File: config.mk
export PLATFORM = sky130hd
export DESIGN_NAME = lobt_scan
export DESIGN_NICKNAME = d
export VERILOG_FILES = /design/src/rtl/core/lobt_pkg.sv /design/src/rtl/core/lobt_scan.sv
export SDC_FILE = /design/constraint.sdc
export NUM_CORES = 1
export LEC_CHECK = 0
export BUFFER_PORTS_ARGS = -buffer_cell sky130_fd_sc_hd__buf_2
export CORE_MARGIN = 5
export CORE_UTILIZATION = 50
export CTS_BUF_LIST = sky130_fd_sc_hd__clkbuf_4 sky130_fd_sc_hd__clkbuf_8
export DETAILED_ROUTE_END_ITERATION = 7
export PLACE_DENSITY = 0.83
export SYNTH_ARGS = -nofsm -noshare
export SYNTH_HDL_FRONTEND = slang
export SYNTH_SLANG_ARGS = --single-unit
File: constraint.sdc
create_clock -name i_clk -period 9.79 [get_ports i_clk]
set_input_delay 0.979 -clock i_clk [delete_from_list [all_inputs] [get_ports i_clk]]
set_output_delay 0.979 -clock i_clk [all_outputs]
set_load 0.005 [all_outputs]
File: src/rtl/core/lobt_pkg.sv
// ----------------------------------------------------------------------------
// Limit order book table package
// Shared constants, codes, item types and the scan result record.
// ----------------------------------------------------------------------------
package lobt_pkg;

    localparam int CAPACITY = 64;
    localparam int IDX_W    = (CAPACITY > 1) ? $clog2(CAPACITY) : 1;
    localparam int CNT_W    = 7;

    localparam logic [1:0] OTYPE_IOC = 2'd0;

    typedef enum logic [1:0] {
        MODE_CREATE = 2'd0,
        MODE_MODIFY = 2'd1,
        MODE_DELETE = 2'd2,
        MODE_CLEAR  = 2'd3
    } t_mode;

    typedef enum logic [3:0] {
        STAT_CREATED       = 4'd0,
        STAT_IOC           = 4'd1,
        STAT_DUP           = 4'd2,
        STAT_MOD_MISSING   = 4'd3,
        STAT_PRICE_DIFF    = 4'd4,
        STAT_QTY_NOT_LOWER = 4'd5,
        STAT_MODIFIED      = 4'd6,
        STAT_DEL_MISSING   = 4'd7,
        STAT_DELETED       = 4'd8,
        STAT_CLEARED       = 4'd9,
        STAT_FULL          = 4'd10
    } t_status;

    typedef enum logic [1:0] {
        ST_IDLE,
        ST_SCAN,
        ST_LAST,
        ST_COMMIT
    } t_state;

    typedef struct packed {
        t_mode       mode;
        logic        side;
        logic [31:0] key_id;
        logic [31:0] price;
        logic [31:0] quantity;
        logic [1:0]  order_type;
    } t_in_item;

    typedef struct packed {
        t_status          status;
        logic             bid_present;
        logic [31:0]      best_bid;
        logic             ask_present;
        logic [31:0]      best_ask;
        logic [CNT_W-1:0] bids_removed;
        logic [CNT_W-1:0] asks_removed;
    } t_out_item;

    typedef struct packed {
        logic        side;
        logic [31:0] key_id;
        logic [31:0] price;
        logic [31:0] quantity;
    } t_entry;

    typedef struct packed {
        logic             hit;
        logic [IDX_W-1:0] hit_idx;
        logic [31:0]      hit_price;
        logic [31:0]      hit_qty;
        logic             free_ok;
        logic [IDX_W-1:0] free_idx;
        logic             bid_have;
        logic [31:0]      best_bid;
        logic             ask_have;
        logic [31:0]      best_ask;
    } t_scan_res;

endpackage

File: src/rtl/core/lobt_scan.sv
// ----------------------------------------------------------------------------
// Limit order book table scan unit
// Looks at one table entry per cycle while i_step is high and folds it into
// the key match, the lowest free entry and the best bid and ask seen so far.
// ----------------------------------------------------------------------------
module lobt_scan import lobt_pkg::*; (
    input  logic             i_clk,
    input  logic             i_rst_n,
    input  logic             i_start,
    input  logic             i_step,
    input  t_entry           i_entry,
    input  logic             i_entry_valid,
    input  logic [IDX_W-1:0] i_idx,
    input  logic             i_key_side,
    input  logic [31:0]      i_key_id,
    input  logic             i_drop_hit,
    output t_scan_res        o_res
);

    t_scan_res r_res;
    logic      match;
    logic      counted;

    // An entry that a delete is about to remove does not count toward the best prices.
    assign match   = i_entry_valid && (i_entry.side == i_key_side)
                     && (i_entry.key_id == i_key_id);
    assign counted = i_entry_valid && !(i_drop_hit && match);

    always_ff @(posedge i_clk) begin
        if (!i_rst_n) begin
            r_res.hit      <= 1'b0;
            r_res.free_ok  <= 1'b0;
            r_res.bid_have <= 1'b0;
            r_res.ask_have <= 1'b0;
        end else if (i_start) begin
            r_res.hit      <= 1'b0;
            r_res.free_ok  <= 1'b0;
            r_res.bid_have <= 1'b0;
            r_res.ask_have <= 1'b0;
            r_res.best_bid <= '0;
            r_res.best_ask <= '1;
        end else if (i_step) begin
            if (match) begin
                r_res.hit       <= 1'b1;
                r_res.hit_idx   <= i_idx;
                r_res.hit_price <= i_entry.price;
                r_res.hit_qty   <= i_entry.quantity;
            end
            if (!i_entry_valid && !r_res.free_ok) begin
                r_res.free_ok  <= 1'b1;
                r_res.free_idx <= i_idx;
            end
            if (counted && i_entry.side) begin
                r_res.bid_have <= 1'b1;
                if (!r_res.bid_have || (i_entry.price > r_res.best_bid)) begin
                    r_res.best_bid <= i_entry.price;
                end
            end
            if (counted && !i_entry.side) begin
                r_res.ask_have <= 1'b1;
                if (!r_res.ask_have || (i_entry.price < r_res.best_ask)) begin
                    r_res.best_ask <= i_entry.price;
                end
            end
        end
    end

    assign o_res = r_res;

endmodule

==> impl_metrics.ini <==
[status]
status = completed

[setup_path]
arrival_ps = 3350
setup.worst_path.end_class = flip-flop
cp_max_fo = 54
required_ps = 9860
start_kind = input pin
path_class = input pin to flip-flop

[cells_and_area]
final_cell_mix = buf_2 (285), edfxtp_1 (140), inv_1 (71)
final_common_cell = buf_2
fillers = 1037
design_area_um2 = 8874
n_antenna_cell = 0
seq_area_um2 = 4284
fin_nets = 1017
largest_reg_flops = 144
synthToLayoutAreaGrowth_pct = 28.88
multi_input_area_um2 = 2297
fin_cells = 1001
drive_gt1_share_pct = 39.76

[global_routing]
antenna_found_initial = 0
grtUsageTotal_pct = 21.88
grt_max_degree = 55
grt.overflow.total = 0
grt_pass1_vias = 5326
grt_pass1_wl_mm = 27.05

[routing]
vias = 5197
drc = 0
via_per_inst = 5.192
first_pass_iters = 5
drtAntennaViolNets = 0
drt-total-wl_mm = 17.95
drt-initial-drc-count = 215
wl_per_cell_um = 17.93

[clock_network]
cts_tree = yes
post-cts-setup-buffers = 0
cts_hold_buf = 0
root_buffer = clkbuf_8
cts_sinks = 144
clk_pin_slew_ps = 80
clk_latency_ps = 440
cts_resized = 0
cts_buffer_depth = 2
cts_buffers = 17
cts-htree-levels = 4

[sta]
finalSetupViolations = 0
min_period_ps = 3281
finalHoldViolCount = 0
fin_crit_sh_pct = 33.52
tightest_slew_ps = 1092
fin_ws_ps = 6509
drv_slew = 0
skew_ps = 8.952
fin_setup_tns_ps = 0
rsz0062_at_grt = no
fmax_mhz = 304.8
slew_headroom_pct = 27.12

[placed_design]
postPlaceCellArea_um2 = 8532
dpl.cell_count = 969
io_buffers = 285
pre_cts_ws_ps = 6007
dp_hpwl_mm = 14.07
gp_congestion = 0.8147

[logic_synthesis]
ys_seq_area_share_pct = 62.22
syn_avg_cell_area_um2 = 13.42
syn-cell-area_um2 = 6885
yosys.area.top_type_share_pct = 61.06
netlist_instances = 513
mappedNetlistNets = 718
synth_top_area_cell = edfxtp_1
ys.flop_type = edfxtp_1
synth_warnings = 0
yosys-top-cells-area = edfxtp_1 (61%), ha_1 (11%), inv_1 (3.9%)
synth_edf_count = 140
synthArstFlopShare_pct = 0
synthDistinctLibCells = 39
ys_ff_latch = 144

[power]
p_seq_share_pct = 55.2
p_int_w = 0.0009555
switching_share_pct = 25.65
pwr_density_cell_nw_per_um2 = 144.8
clockPowerShare_pct = 31.5
p_switching_w = 0.0003297
p_comb_share_pct = 13.3
irDropWorstVdd_mv = 0.06911
cellLeakagePower_nw = 4.196

[worst_hold_path]
hold_class = flip-flop to flip-flop

[floorplan]
ios = 286
fp-row-count = 42
die_w_um = 127.4
initial_core_util_pct = 51.58
placeableCoreArea_um2 = 13350
fp.dieArea_um2 = 16220
die_h_um = 127.4

[flow_run]
drv_cap = 0
## cells in the mapped netlist (3+ instances only)
master	number
nor2_1	6
a21oi_1	23
nor3_1	3
ha_1	63
xor2_1	28
nand2_1	23
nand4_1	9
inv_1	71
and2_1	31
o21ai_0	12
dfxtp_1	4
nor2b_1	3
a21o_1	34
buf_6	3
nor4_1	11
o21a_1	4
a221oi_1	4
clkbuf_1	7
nand3_1	7
edfxtp_1	140
and4_1	5
## layout make-up
class / instances / area share [%]
Clock inverter: 13 / 1.043
Sequential cell: 144 / 48.28
Tap cell: 176 / 2.482
Inverter: 71 / 3.003
Multi-Input combinational cell: 288 / 25.89
Timing Repair Buffer: 290 / 16.50
Clock buffer: 19 / 2.806
## per-stage QoR
step	util [%]	hold slack [ps]	power, W
2_1_floorplan	-	464.5	0.0008054
3_3_place_gp	63.92	445.5	0.0008870
3_5_place_dp	63.92	454.0	0.0008948
4_1_cts	66.48	475.4	0.001298
5_1_grt	66.48	501.0	0.001344
6_report	66.48	469.9	0.001285
## kinds of logic (layout without fill, tap and decap cells)
logic type,Yosys count,in the layout,share of synthesized area (%)
adders and majority gates,63,63,11.45
and+or+nand+nor,105,105,8.850
xor gates and xnor gates,30,30,3.816
AOI/OAI and AO/OA,90,90,8.922
buffers and inverters,81,393,4.743
DFF,144,144,62.22
## power by group through the flow
stage / Combinational (W) / Clock, W / Sequential (W)
global placement: 0.000165 / 0 / 0.000723
detailed placement: 0.000171 / 0 / 0.000724
CTS: 0.000173 / 0.000415 / 0.000710
global route: 0.000192 / 0.000441 / 0.000712
floorplan: 0.0000804 / 0 / 0.000725
finish: 0.000171 / 0.000405 / 0.000710
## worst paths after layout
| kind | from | end | slack [ps] | cells past startpoint |
|---|---|---|---|---|
| worst max-delay path | i_start | o_res[85]$_DFFE_PP_ | 6510 | 5 |
| worst min-delay path | o_res[143]$_SDFFE_PP0P_ | o_res[143]$_SDFFE_PP0P_ | 470 | 1 |
| worst max register to register | o_res[48]$_SDFFCE_PP0P_ | o_res[43]$_SDFFCE_PP0P_ | 6890 | 8 |
| worst min register to register | o_res[143]$_SDFFE_PP0P_ | o_res[143]$_SDFFE_PP0P_ | 470 | 1 |
## per-layer routing
metal	vias to the layer above	wire length (um)	GRT usage [%]
li1	2465	-	-
met1	2444	6775	24.96
met2	258	9192	39.08
met3	30	1601	5.760
met4	0	376	8.644
met5	-	0	0
## critical path, stage by stage
cell	delay (ps)
buf_2	330
nor2_2	920
nand2_1	220
nor4_2	230
buf_4	580
(Power assumes the default switching activity.)
